File: src/rtl/rec_pkg.sv
package rec_pkg;

	localparam int DEFAULT_ENTRIES = 32;

	localparam int OP_W     = 2;
	localparam int NUM_W    = 32;
	localparam int DEV_W    = 16;
	localparam int ENTRY_W  = 5;
	localparam int STATUS_W = 3;
	localparam int SLOT_W   = 5;
	localparam int REF_W    = 16;

	localparam logic [REF_W-1:0] REFS_TOP = '1;

	typedef enum logic [OP_W-1:0] {
		OP_GET     = 2'd0,
		OP_ADD     = 2'd1,
		OP_RELEASE = 2'd2
	} op_t;

	typedef enum logic [STATUS_W-1:0] {
		ST_HIT         = 3'd0,
		ST_CLAIMED     = 3'd1,
		ST_FULL        = 3'd2,
		ST_DONE        = 3'd3,
		ST_COUNT_ERROR = 3'd4
	} status_t;

	typedef struct packed {
		logic [NUM_W-1:0] number;
		logic [DEV_W-1:0] device;
		logic [REF_W-1:0] refs;
	} entry_t;

endpackage

File: src/rtl/rec_list_ram.sv
module rec_list_ram import rec_pkg::*; #(
	parameter int ENTRIES = DEFAULT_ENTRIES,
	localparam int IW = $clog2(ENTRIES)
) (
	input  logic          clk,
	input  logic          arst_n,
	input  logic [IW-1:0] raddr,
	output logic [IW-1:0] rdata,
	input  logic          we,
	input  logic [IW-1:0] waddr,
	input  logic [IW-1:0] wdata
);

	// A position never written holds its own index, which is the reset order.
	logic [IW-1:0]      mem [ENTRIES];
	logic [ENTRIES-1:0] written_q;
	logic [IW-1:0]      rdata_q;
	logic [IW-1:0]      raddr_q;
	logic               rvalid_q;

	always_ff @(posedge clk) begin
		if (we) begin
			mem[waddr] <= wdata;
		end
		rdata_q <= mem[raddr];
	end

	always_ff @(posedge clk or negedge arst_n) begin
		if (!arst_n) begin
			written_q <= '0;
			rvalid_q  <= 1'b0;
			raddr_q   <= '0;
		end else begin
			if (we) begin
				written_q[waddr] <= 1'b1;
			end
			rvalid_q <= written_q[raddr];
			raddr_q  <= raddr;
		end
	end

	assign rdata = rvalid_q ? rdata_q : raddr_q;

endmodule

File: src/rtl/rec_entry_ram.sv
module rec_entry_ram import rec_pkg::*; #(
	parameter int ENTRIES = DEFAULT_ENTRIES,
	localparam int IW = $clog2(ENTRIES)
) (
	input  logic          clk,
	input  logic          arst_n,
	input  logic [IW-1:0] raddr,
	output entry_t        rdata,
	input  logic          we,
	input  logic [IW-1:0] waddr,
	input  entry_t        wdata
);

	// An entry never written reads as all zeros.
	entry_t             mem [ENTRIES];
	logic [ENTRIES-1:0] written_q;
	entry_t             rdata_q;
	logic               rvalid_q;

	always_ff @(posedge clk) begin
		if (we) begin
			mem[waddr] <= wdata;
		end
		rdata_q <= mem[raddr];
	end

	always_ff @(posedge clk or negedge arst_n) begin
		if (!arst_n) begin
			written_q <= '0;
			rvalid_q  <= 1'b0;
		end else begin
			if (we) begin
				written_q[waddr] <= 1'b1;
			end
			rvalid_q <= written_q[raddr];
		end
	end

	assign rdata = rvalid_q ? rdata_q : '0;

endmodule

File: src/rtl/rec_seq.sv
module rec_seq import rec_pkg::*; #(
	parameter int ENTRIES = DEFAULT_ENTRIES,
	localparam int IW = $clog2(ENTRIES)
) (
	input  logic                clk,
	input  logic                arst_n,
	input  logic                req_valid,
	output logic                req_ready,
	input  logic [OP_W-1:0]     op,
	input  logic [NUM_W-1:0]    key_number,
	input  logic [DEV_W-1:0]    key_device,
	input  logic [ENTRY_W-1:0]  entry,
	output logic                rsp_valid,
	input  logic                rsp_ready,
	output logic [STATUS_W-1:0] status,
	output logic [SLOT_W-1:0]   slot,
	output logic [REF_W-1:0]    references,
	output logic [IW-1:0]       list_raddr,
	input  logic [IW-1:0]       list_rdata,
	output logic                list_we,
	output logic [IW-1:0]       list_waddr,
	output logic [IW-1:0]       list_wdata,
	output logic [IW-1:0]       ent_raddr,
	input  entry_t              ent_rdata,
	output logic                ent_we,
	output logic [IW-1:0]       ent_waddr,
	output entry_t              ent_wdata
);

	typedef enum logic [3:0] {
		S_IDLE,
		S_GET_LIST,
		S_GET_ENTRY,
		S_GET_CMP,
		S_REF_READ,
		S_REF_UPD,
		S_FIND_READ,
		S_FIND_CHK,
		S_SHIFT_READ,
		S_SHIFT_WRITE,
		S_FRONT,
		S_RESULT
	} state_t;

	state_t              state_q;
	logic [OP_W-1:0]     op_q;
	logic [NUM_W-1:0]    num_q;
	logic [DEV_W-1:0]    dev_q;
	logic [IW-1:0]       idx_q;
	logic [IW-1:0]       pos_q;
	logic                have_free_q;
	logic [IW-1:0]       free_q;
	status_t             res_status_q;
	logic [SLOT_W-1:0]   res_slot_q;
	logic [REF_W-1:0]    res_refs_q;
	logic                rsp_valid_q;
	status_t             status_q;
	logic [SLOT_W-1:0]   slot_q;
	logic [REF_W-1:0]    refs_q;

	logic                key_match;
	logic                is_free;
	logic                at_top;
	logic                last_pos;
	logic [IW-1:0]       free_sel;
	logic [REF_W-1:0]    refs_inc;
	logic [REF_W-1:0]    refs_dec;

	// The one compare unit, applied to whichever entry was read last.
	assign key_match = (ent_rdata.number == num_q) && (ent_rdata.device == dev_q);
	assign is_free   = (ent_rdata.refs == '0);
	assign at_top    = (ent_rdata.refs == REFS_TOP);
	assign refs_inc  = ent_rdata.refs + REF_W'(1);
	assign refs_dec  = ent_rdata.refs - REF_W'(1);
	assign last_pos  = (pos_q == IW'(ENTRIES - 1));
	assign free_sel  = is_free ? idx_q : free_q;

	assign list_raddr = (state_q == S_SHIFT_READ) ? pos_q - IW'(1) : pos_q;
	assign ent_raddr  = (state_q == S_GET_ENTRY) ? list_rdata : idx_q;

	always_comb begin
		list_we    = 1'b0;
		list_waddr = pos_q;
		list_wdata = list_rdata;
		ent_we     = 1'b0;
		ent_waddr  = idx_q;
		ent_wdata  = '{number: ent_rdata.number, device: ent_rdata.device, refs: refs_inc};
		case (state_q)
			S_SHIFT_WRITE: begin
				list_we = 1'b1;
			end
			S_FRONT: begin
				list_we    = 1'b1;
				list_waddr = '0;
				list_wdata = idx_q;
			end
			S_GET_CMP: begin
				if (key_match) begin
					ent_we = !at_top;
				end else if (last_pos && (have_free_q || is_free)) begin
					ent_we    = 1'b1;
					ent_waddr = free_sel;
					ent_wdata = '{number: num_q, device: dev_q, refs: REF_W'(1)};
				end
			end
			S_REF_UPD: begin
				if (op_q == OP_ADD) begin
					ent_we = !at_top;
				end else begin
					ent_we         = !is_free;
					ent_wdata.refs = refs_dec;
				end
			end
			default: begin
			end
		endcase
	end

	always_ff @(posedge clk or negedge arst_n) begin
		if (!arst_n) begin
			state_q      <= S_IDLE;
			op_q         <= '0;
			num_q        <= '0;
			dev_q        <= '0;
			idx_q        <= '0;
			pos_q        <= '0;
			have_free_q  <= 1'b0;
			free_q       <= '0;
			res_status_q <= ST_HIT;
			res_slot_q   <= '0;
			res_refs_q   <= '0;
			rsp_valid_q  <= 1'b0;
			status_q     <= ST_HIT;
			slot_q       <= '0;
			refs_q       <= '0;
		end else begin
			if (rsp_valid_q && rsp_ready && state_q != S_RESULT) begin
				rsp_valid_q <= 1'b0;
			end
			case (state_q)
				S_IDLE: begin
					if (req_valid) begin
						op_q        <= op;
						num_q       <= key_number;
						dev_q       <= key_device;
						idx_q       <= IW'(entry);
						pos_q       <= '0;
						have_free_q <= 1'b0;
						if (op == OP_GET) begin
							state_q <= S_GET_LIST;
						end else if (op != OP_ADD && op != OP_RELEASE) begin
							res_status_q <= ST_COUNT_ERROR;
							res_slot_q   <= '0;
							res_refs_q   <= '0;
							state_q      <= S_RESULT;
						end else if (32'(entry) >= ENTRIES) begin
							res_status_q <= ST_COUNT_ERROR;
							res_slot_q   <= SLOT_W'(entry);
							res_refs_q   <= '0;
							state_q      <= S_RESULT;
						end else begin
							state_q <= S_REF_READ;
						end
					end
				end
				S_GET_LIST: begin
					state_q <= S_GET_ENTRY;
				end
				S_GET_ENTRY: begin
					idx_q   <= list_rdata;
					state_q <= S_GET_CMP;
				end
				S_GET_CMP: begin
					if (key_match) begin
						res_slot_q <= SLOT_W'(idx_q);
						if (at_top) begin
							res_status_q <= ST_COUNT_ERROR;
							res_refs_q   <= REFS_TOP;
						end else begin
							res_status_q <= ST_HIT;
							res_refs_q   <= refs_inc;
						end
						state_q <= S_RESULT;
					end else begin
						if (is_free) begin
							have_free_q <= 1'b1;
							free_q      <= idx_q;
						end
						if (last_pos) begin
							if (have_free_q || is_free) begin
								res_status_q <= ST_CLAIMED;
								res_slot_q   <= SLOT_W'(free_sel);
								res_refs_q   <= REF_W'(1);
							end else begin
								res_status_q <= ST_FULL;
								res_slot_q   <= '0;
								res_refs_q   <= '0;
							end
							state_q <= S_RESULT;
						end else begin
							pos_q   <= pos_q + IW'(1);
							state_q <= S_GET_LIST;
						end
					end
				end
				S_REF_READ: begin
					state_q <= S_REF_UPD;
				end
				S_REF_UPD: begin
					res_slot_q <= SLOT_W'(idx_q);
					state_q    <= S_RESULT;
					if (op_q == OP_ADD) begin
						if (at_top) begin
							res_status_q <= ST_COUNT_ERROR;
							res_refs_q   <= REFS_TOP;
						end else begin
							res_status_q <= ST_DONE;
							res_refs_q   <= refs_inc;
						end
					end else if (is_free) begin
						res_status_q <= ST_COUNT_ERROR;
						res_refs_q   <= '0;
					end else begin
						res_status_q <= ST_DONE;
						res_refs_q   <= refs_dec;
						if (refs_dec == '0) begin
							state_q <= S_FIND_READ;
						end
					end
				end
				S_FIND_READ: begin
					state_q <= S_FIND_CHK;
				end
				S_FIND_CHK: begin
					if (list_rdata == idx_q) begin
						state_q <= (pos_q == '0) ? S_RESULT : S_SHIFT_READ;
					end else begin
						pos_q   <= pos_q + IW'(1);
						state_q <= S_FIND_READ;
					end
				end
				S_SHIFT_READ: begin
					state_q <= S_SHIFT_WRITE;
				end
				S_SHIFT_WRITE: begin
					pos_q   <= pos_q - IW'(1);
					state_q <= (pos_q == IW'(1)) ? S_FRONT : S_SHIFT_READ;
				end
				S_FRONT: begin
					state_q <= S_RESULT;
				end
				S_RESULT: begin
					if (!rsp_valid_q || rsp_ready) begin
						rsp_valid_q <= 1'b1;
						status_q    <= res_status_q;
						slot_q      <= res_slot_q;
						refs_q      <= res_refs_q;
						state_q     <= S_IDLE;
					end
				end
				default: begin
					state_q <= S_IDLE;
				end
			endcase
		end
	end

	assign req_ready  = (state_q == S_IDLE);
	assign rsp_valid  = rsp_valid_q;
	assign status     = status_q;
	assign slot       = slot_q;
	assign references = refs_q;

endmodule

File: src/rtl/refcounted_entry_cache.sv
// Channel   Handshake              Beat contents
// request   req_valid / req_ready  op, key_number, key_device, entry
// response  rsp_valid / rsp_ready  status, slot, references
//
// One request is worked at a time; req_ready is high only while the sequencer is idle.
// A get scans the recency list through list and entry memories with one read and one
// write port each, in S_GET_LIST, S_GET_ENTRY and S_GET_CMP per position. An add or
// release passes S_REF_READ and S_REF_UPD. A release that frees an entry then finds it
// in the list (S_FIND_READ, S_FIND_CHK per position) and, unless it is at the front,
// shifts those ahead back (S_SHIFT_READ, S_SHIFT_WRITE) and puts it first (S_FRONT).
// Reset clears per-entry valid bits at once, so no clearing pass is needed.
// The response register lets a new request be taken while a finished beat waits.
module refcounted_entry_cache import rec_pkg::*; #(
	parameter int ENTRIES = DEFAULT_ENTRIES
) (
	input  logic                clk,
	input  logic                arst_n,
	input  logic                req_valid,
	output logic                req_ready,
	input  logic [OP_W-1:0]     op,
	input  logic [NUM_W-1:0]    key_number,
	input  logic [DEV_W-1:0]    key_device,
	input  logic [ENTRY_W-1:0]  entry,
	output logic                rsp_valid,
	input  logic                rsp_ready,
	output logic [STATUS_W-1:0] status,
	output logic [SLOT_W-1:0]   slot,
	output logic [REF_W-1:0]    references
);

	localparam int IW = $clog2(ENTRIES);

	logic [IW-1:0] list_raddr;
	logic [IW-1:0] list_rdata;
	logic          list_we;
	logic [IW-1:0] list_waddr;
	logic [IW-1:0] list_wdata;
	logic [IW-1:0] ent_raddr;
	entry_t        ent_rdata;
	logic          ent_we;
	logic [IW-1:0] ent_waddr;
	entry_t        ent_wdata;

	rec_list_ram #(.ENTRIES(ENTRIES)) u_list (
		.clk    (clk),
		.arst_n (arst_n),
		.raddr  (list_raddr),
		.rdata  (list_rdata),
		.we     (list_we),
		.waddr  (list_waddr),
		.wdata  (list_wdata)
	);

	rec_entry_ram #(.ENTRIES(ENTRIES)) u_entries (
		.clk    (clk),
		.arst_n (arst_n),
		.raddr  (ent_raddr),
		.rdata  (ent_rdata),
		.we     (ent_we),
		.waddr  (ent_waddr),
		.wdata  (ent_wdata)
	);

	rec_seq #(.ENTRIES(ENTRIES)) u_seq (
		.clk        (clk),
		.arst_n     (arst_n),
		.req_valid  (req_valid),
		.req_ready  (req_ready),
		.op         (op),
		.key_number (key_number),
		.key_device (key_device),
		.entry      (entry),
		.rsp_valid  (rsp_valid),
		.rsp_ready  (rsp_ready),
		.status     (status),
		.slot       (slot),
		.references (references),
		.list_raddr (list_raddr),
		.list_rdata (list_rdata),
		.list_we    (list_we),
		.list_waddr (list_waddr),
		.list_wdata (list_wdata),
		.ent_raddr  (ent_raddr),
		.ent_rdata  (ent_rdata),
		.ent_we     (ent_we),
		.ent_waddr  (ent_waddr),
		.ent_wdata  (ent_wdata)
	);

endmodule

File: config.mk
export PLATFORM = sky130hd
export DESIGN_NAME = refcounted_entry_cache
export DESIGN_NICKNAME = d
export VERILOG_FILES = /design/src/rtl/rec_pkg.sv /design/src/rtl/rec_list_ram.sv /design/src/rtl/rec_entry_ram.sv /design/src/rtl/rec_seq.sv /design/src/rtl/refcounted_entry_cache.sv
export SDC_FILE = /design/constraint.sdc
export NUM_CORES = 2
export LEC_CHECK = 0
export BUFFER_PORTS_ARGS = -buffer_cell sky130_fd_sc_hd__clkbuf_2
export CORE_UTILIZATION = 55
export CTS_CLUSTER_SIZE = 25
export DETAILED_ROUTE_END_ITERATION = 12
export GPL_TIMING_DRIVEN = 1
export PLACE_DENSITY = 0.71
export RECOVER_POWER = 50
export REMOVE_ABC_BUFFERS = 1
export SLEW_MARGIN = 20
export SYNTH_ARGS = -nofsm -noshare
export SYNTH_HDL_FRONTEND = slang
export SYNTH_SLANG_ARGS = --single-unit
File: constraint.sdc
create_clock -name clk -period 20.4 [get_ports clk]
set_input_delay 6.12 -clock clk [delete_from_list [all_inputs] [get_ports clk]]
set_output_delay 6.12 -clock clk [all_outputs]
set_load 0.01 [all_outputs]
==> impl_results.html <==
<table>
<tr><th>Metric</th><th>Value</th></tr>
<tr><th colspan="2">Run status</th></tr>
<tr><td>Status</td><td>finished, violations left</td></tr>
<tr><td>Failing checks</td><td>design-rule violations, max-capacitance violations, max-slew violations</td></tr>
<tr><th colspan="2">Drt</th></tr>
<tr><td>Total detailed-routing wirelength</td><td>230 mm</td></tr>
<tr><td>Iteration-0 DRC Markers</td><td>5,407</td></tr>
<tr><td>Residual DRC count</td><td>5</td></tr>
<tr><td>Count of antenna-violating nets left after detailed routing</td><td>0</td></tr>
<tr><td>Routed via count</td><td>49,500</td></tr>
<tr><td>Routed length per placed instance</td><td>29.8 um</td></tr>
<tr><td>Via density</td><td>6.41</td></tr>
<tr><td>Initial DRT Pass Iterations</td><td>10</td></tr>
<tr><th colspan="2">Critical path</th></tr>
<tr><td>Worst-path cell with the longest stage delay</td><td>sky130_fd_sc_hd__clkbuf_1</td></tr>
<tr><td>Critical path buffer and inverter count</td><td>2</td></tr>
<tr><td>Classification of the worst setup path</td><td>reg -&gt; reg</td></tr>
<tr><td>Slowest stage delay, CP</td><td>6.06 ns</td></tr>
<tr><td>CP Cell Sequence</td><td>nor2_1 -&gt; nand3b_1 -&gt; a21oi_1 -&gt; clkbuf_1 -&gt; buf_4 -&gt; mux4_2 -&gt; mux2i_1 -&gt; mux2i_1 -&gt; mux2_2</td></tr>
<tr><td>Capture instance of the worst register-to-register path</td><td>u_entries.rdata_q[38]</td></tr>
<tr><td>Startpoint types</td><td>flop</td></tr>
<tr><td>Setup slack on the worst flop-to-flop path</td><td>8.06 ns</td></tr>
<tr><td>Crit-path max FO</td><td>131</td></tr>
<tr><td>Type of element capturing the critical path</td><td>flop</td></tr>
<tr><td>Dominant delay contributor by cell family on the critical path</td><td>buffers and inverters</td></tr>
<tr><td>Worst EP arrival</td><td>13.08 ns</td></tr>
<tr><td>Launch point of the worst path</td><td>u_seq.state_q[2]</td></tr>
<tr><td>Number of cells on the worst reg-to-reg path</td><td>9</td></tr>
<tr><td>Reg-to-reg critical path startpoint</td><td>u_seq.state_q[2]</td></tr>
<tr><td>Critical Path RT</td><td>21.14 ns</td></tr>
<tr><td>Worst path most repeated cell</td><td>sky130_fd_sc_hd__mux2i_1</td></tr>
<tr><th colspan="2">Logic synthesis</th></tr>
<tr><td>Mean cell area of the mapped netlist</td><td>19.8 sq um</td></tr>
<tr><td>Count of flip-flops with a built-in enable after synthesis</td><td>2,208</td></tr>
<tr><td>Sequential cell area fraction in the yosys report</td><td>74.0%</td></tr>
<tr><td>Flip-flop and latch count after synthesis</td><td>2,467</td></tr>
<tr><td>Netlist cell types</td><td>82</td></tr>
<tr><td>Most used flip-flop cell after synthesis</td><td>sky130_fd_sc_hd__edfxtp_1</td></tr>
<tr><td>Summed instance area of the synthesized netlist</td><td>0.0979 sq mm</td></tr>
<tr><td>Syn Inst Count</td><td>4,948</td></tr>
<tr><td>Synthesis warning total</td><td>0</td></tr>
<tr><td>FFs w/ async S/R, synth</td><td>7.70%</td></tr>
<tr><th colspan="2">STA</th></tr>
<tr><td>Max Transition Viols Final</td><td>1,260</td></tr>
<tr><td>Number of hold-slack violations in the final timing report</td><td>0</td></tr>
<tr><td>Tightest Pin Transition</td><td>8.58 ns</td></tr>
<tr><td>Setup repair after global routing missed its margin</td><td>no</td></tr>
<tr><td>Worst Clk Skew</td><td>0.0436 ns</td></tr>
<tr><td>Headroom to the max-slew limit</td><td>-472%</td></tr>
<tr><td>Setup_tns</td><td>0 ns</td></tr>
<tr><td>Fmax</td><td>0.0810 GHz</td></tr>
<tr><td>Setup WS post-layout</td><td>8.06 ns</td></tr>
<tr><td>Number of setup violations in the final report</td><td>0</td></tr>
<tr><td>Min Tclk post-route</td><td>12.34 ns</td></tr>
<tr><td>Final worst-path cycle share</td><td>60.5%</td></tr>
<tr><th colspan="2">Placement</th></tr>
<tr><td>Detail Placement HPWL</td><td>123 mm</td></tr>
<tr><td>Post-place setup slack</td><td>12.15 ns</td></tr>
<tr><td>PortBufs</td><td>84</td></tr>
<tr><td>RD Place Congestion</td><td>0.849</td></tr>
<tr><td>Placed cell count</td><td>7,276</td></tr>
<tr><th colspan="2">Floorplanning</th></tr>
<tr><td>Die height</td><td>424 um</td></tr>
<tr><td>Initial Util</td><td>55.5%</td></tr>
<tr><td>Core Area</td><td>0.176 sq mm</td></tr>
<tr><td>Total Die Area</td><td>0.180 sq mm</td></tr>
<tr><td>I/O pin count</td><td>85</td></tr>
<tr><td>Row count</td><td>154</td></tr>
<tr><td>Horizontal die dimension</td><td>424 um</td></tr>
<tr><th colspan="2">Clock network</th></tr>
<tr><td>CTS clock-pin slew for the worst setup and hold paths</td><td>0.06 ns</td></tr>
<tr><td>Clock tree buffer depth</td><td>3</td></tr>
<tr><td>Clk root buf</td><td>sky130_fd_sc_hd__clkbuf_16</td></tr>
<tr><td>Cts bufs inserted</td><td>234</td></tr>
<tr><td>Post-CTS Repair Setup Buffers</td><td>0</td></tr>
<tr><td>TritonCTS clock tree</td><td>built</td></tr>
<tr><td>Latest clock arrival within the worst-skew pair</td><td>0.90 ns</td></tr>
<tr><td>Cts-stage hold buffer count</td><td>0</td></tr>
<tr><td>Total of cells resized after clock tree synthesis</td><td>0</td></tr>
<tr><td>Clock H-tree levels</td><td>4</td></tr>
<tr><td>Number of sinks handled by clock tree synthesis</td><td>2,467</td></tr>
<tr><th colspan="2">Min path</th></tr>
<tr><td>Start point of the worst hold path</td><td>u_list.written_q[0]</td></tr>
<tr><td>Worst Hold End</td><td>u_list.written_q[0]</td></tr>
<tr><td>Type of the most critical hold path</td><td>reg -&gt; reg</td></tr>
<tr><td>Count of cells along the worst hold path</td><td>1</td></tr>
<tr><th colspan="2">Flow run</th></tr>
<tr><td>MaxCap Viol Count</td><td>37</td></tr>
<tr><th colspan="2">Global route</th></tr>
<tr><td>Gr ovfl total</td><td>0</td></tr>
<tr><td>Via count of the first global-routing pass</td><td>49,600</td></tr>
<tr><td>Pin count of the biggest net entering global routing</td><td>132</td></tr>
<tr><td>Wire length of the first global-routing pass</td><td>338 mm</td></tr>
<tr><td>Antenna violations before repair</td><td>4</td></tr>
<tr><td>Overall Global Routing Usage</td><td>25.9%</td></tr>
<tr><th colspan="2">Pwr</th></tr>
<tr><td>Worst vdd rail ir drop</td><td>0.000132 V</td></tr>
<tr><td>Static leakage</td><td>36.5 nW</td></tr>
<tr><td>Total power after layout</td><td>15.5 mW</td></tr>
<tr><td>Cell Pwr Density</td><td>142 mW/mm^2</td></tr>
<tr><th colspan="2">Layout</th></tr>
<tr><td>NumNets Final</td><td>5,242</td></tr>
<tr><td>Share of the core filled with cells</td><td>62.1%</td></tr>
<tr><td>Number of cells in the finished layout apart from fillers</td><td>7,724</td></tr>
<tr><td>Number of diodes added for antenna fixing</td><td>0</td></tr>
<tr><td>Area growth from synthesis to final layout</td><td>11.9%</td></tr>
<tr><td>Share of post-route cells with drive strength above 1</td><td>24.5%</td></tr>
<tr><td>Final-layout fill cell count</td><td>12,200</td></tr>
</table>
## state kept, by name, summed over array words and instances (netlist names), 16 cells and up
name	cells
u_seq.references	16
u_entries.written_q	32
u_seq.res_refs_q	16
u_seq.dev_q	16
u_seq.num_q	32
u_entries.rdata_q	64
u_list.mem	160
u_list.written_q	32
u_entries.mem	2048
## placed cells by master (no fill, tap or decap), types with 29 or more instances in the layout
cell                           n
sky130_fd_sc_hd__dfrtp_1     190
sky130_fd_sc_hd__inv_1        61
sky130_fd_sc_hd__nand2_1     320
sky130_fd_sc_hd__nor3_1       39
sky130_fd_sc_hd__mux2i_1     399
sky130_fd_sc_hd__o21ai_0      93
sky130_fd_sc_hd__buf_4        89
sky130_fd_sc_hd__clkbuf_16   235
sky130_fd_sc_hd__edfxtp_1   2208
sky130_fd_sc_hd__dfxtp_1      69
sky130_fd_sc_hd__o31ai_1      34
sky130_fd_sc_hd__mux4_2      580
sky130_fd_sc_hd__mux2_2       88
sky130_fd_sc_hd__or2_2        35
sky130_fd_sc_hd__o22ai_1      29
sky130_fd_sc_hd__clkinv_2     58
sky130_fd_sc_hd__nor2_1      104
sky130_fd_sc_hd__nand3_1      58
sky130_fd_sc_hd__clkbuf_2     83
sky130_fd_sc_hd__a21oi_1      60
sky130_fd_sc_hd__clkbuf_1    135
sky130_fd_sc_hd__xor2_1       31
## cells in the mapped netlist, types with 7 or more instances
cell type	instances	area share [%]
sky130_fd_sc_hd__a21oi_1	63	0.32
sky130_fd_sc_hd__a221o_1	20	0.20
sky130_fd_sc_hd__and3_1	9	0.057
sky130_fd_sc_hd__buf_1	113	0.43
sky130_fd_sc_hd__buf_2	23	0.12
sky130_fd_sc_hd__buf_4	7	0.054
sky130_fd_sc_hd__clkbuf_1	131	0.50
sky130_fd_sc_hd__dfrtp_1	190	4.9
sky130_fd_sc_hd__dfxtp_1	69	1.4
sky130_fd_sc_hd__edfxtp_1	2208	68
sky130_fd_sc_hd__ha_1	11	0.14
sky130_fd_sc_hd__inv_1	61	0.23
sky130_fd_sc_hd__mux2_2	96	1.1
sky130_fd_sc_hd__mux2i_1	401	4.1
sky130_fd_sc_hd__mux4_2	580	13
sky130_fd_sc_hd__nand2_1	321	1.2
sky130_fd_sc_hd__nand3_1	58	0.30
sky130_fd_sc_hd__nand4b_1	21	0.19
sky130_fd_sc_hd__nor2_1	104	0.40
sky130_fd_sc_hd__nor2b_1	12	0.077
sky130_fd_sc_hd__nor3_1	49	0.25
sky130_fd_sc_hd__nor3_2	10	0.10
sky130_fd_sc_hd__o21a_1	10	0.077
sky130_fd_sc_hd__o21ai_0	95	0.49
sky130_fd_sc_hd__o22ai_1	40	0.26
sky130_fd_sc_hd__o31ai_1	34	0.26
sky130_fd_sc_hd__or2_2	35	0.22
sky130_fd_sc_hd__or3_1	7	0.045
sky130_fd_sc_hd__xnor2_1	23	0.21
sky130_fd_sc_hd__xor2_1	31	0.28
## per-stage QoR
| stage | cell area, sq um | hold slack, ns |
|---|---|---|
| 4_1_cts | 110000 | 0.463 |
| 3_3_place_gp | 102000 | 0.442 |
| 2_1_floorplan | 96800 | 0.431 |
| 3_5_place_dp | 102000 | 0.448 |
| 6_report | 110000 | 0.462 |
| 5_1_grt | 110000 | 0.472 |
## layer usage
metal | global-route usage [%] | share of wire, % | up-vias | wire [um]
li1 | - | - | 20600 | -
met3 | 3.61 | 7.2 | 376 | 16600
met5 | 0 | 0 | - | 0
met2 | 41.7 | 49 | 2168 | 112000
met1 | 37.2 | 41 | 26400 | 94300
met4 | 8.12 | 3.1 | 0 | 7220
## worst max path at each step
stage / endpoint / slack [ns] / depth (start not counted)
4_1_cts: req_ready / 12.06 / 4
6_report: u_entries.rdata_q[38] / 8.06 / 9
3_3_place_gp: u_entries.rvalid_q / 12.17 / 3
3_5_place_dp: u_entries.rvalid_q / 12.15 / 3
5_1_grt: u_entries.rdata_q[38] / 7.47 / 9
2_1_floorplan: u_entries.rvalid_q / -30.08 / 7
## cell type report
type	count	area, sq um	area share (%)
clock inverter	137	1620	1.47
tap	2340	2930	2.67
inverter	62	233	0.212
multi-input combinational	2143	24400	22.3
clock buffer	311	6450	5.88
timing repair buffer	264	1510	1.38
sequential	2467	72400	66.1
## logic make-up (layout without fill, tap and decap cells)
family,Yosys count,count (layout),synth area share (%)
simple gates,664,664,3.16
fa+ha+maj,11,11,0.141
compound gates,333,333,2.27
xor+xnor,54,54,0.483
flops,2467,2467,74.0
buf+inv,338,774,1.37
mux,1081,1081,18.6
## power breakdown
group	switching, mW	internal (mW)
Sequential	0.264	5.97
Clock	1.89	2.59
Combinational	2.56	2.25
No activity file was read; power rests on OpenSTA's default activity.
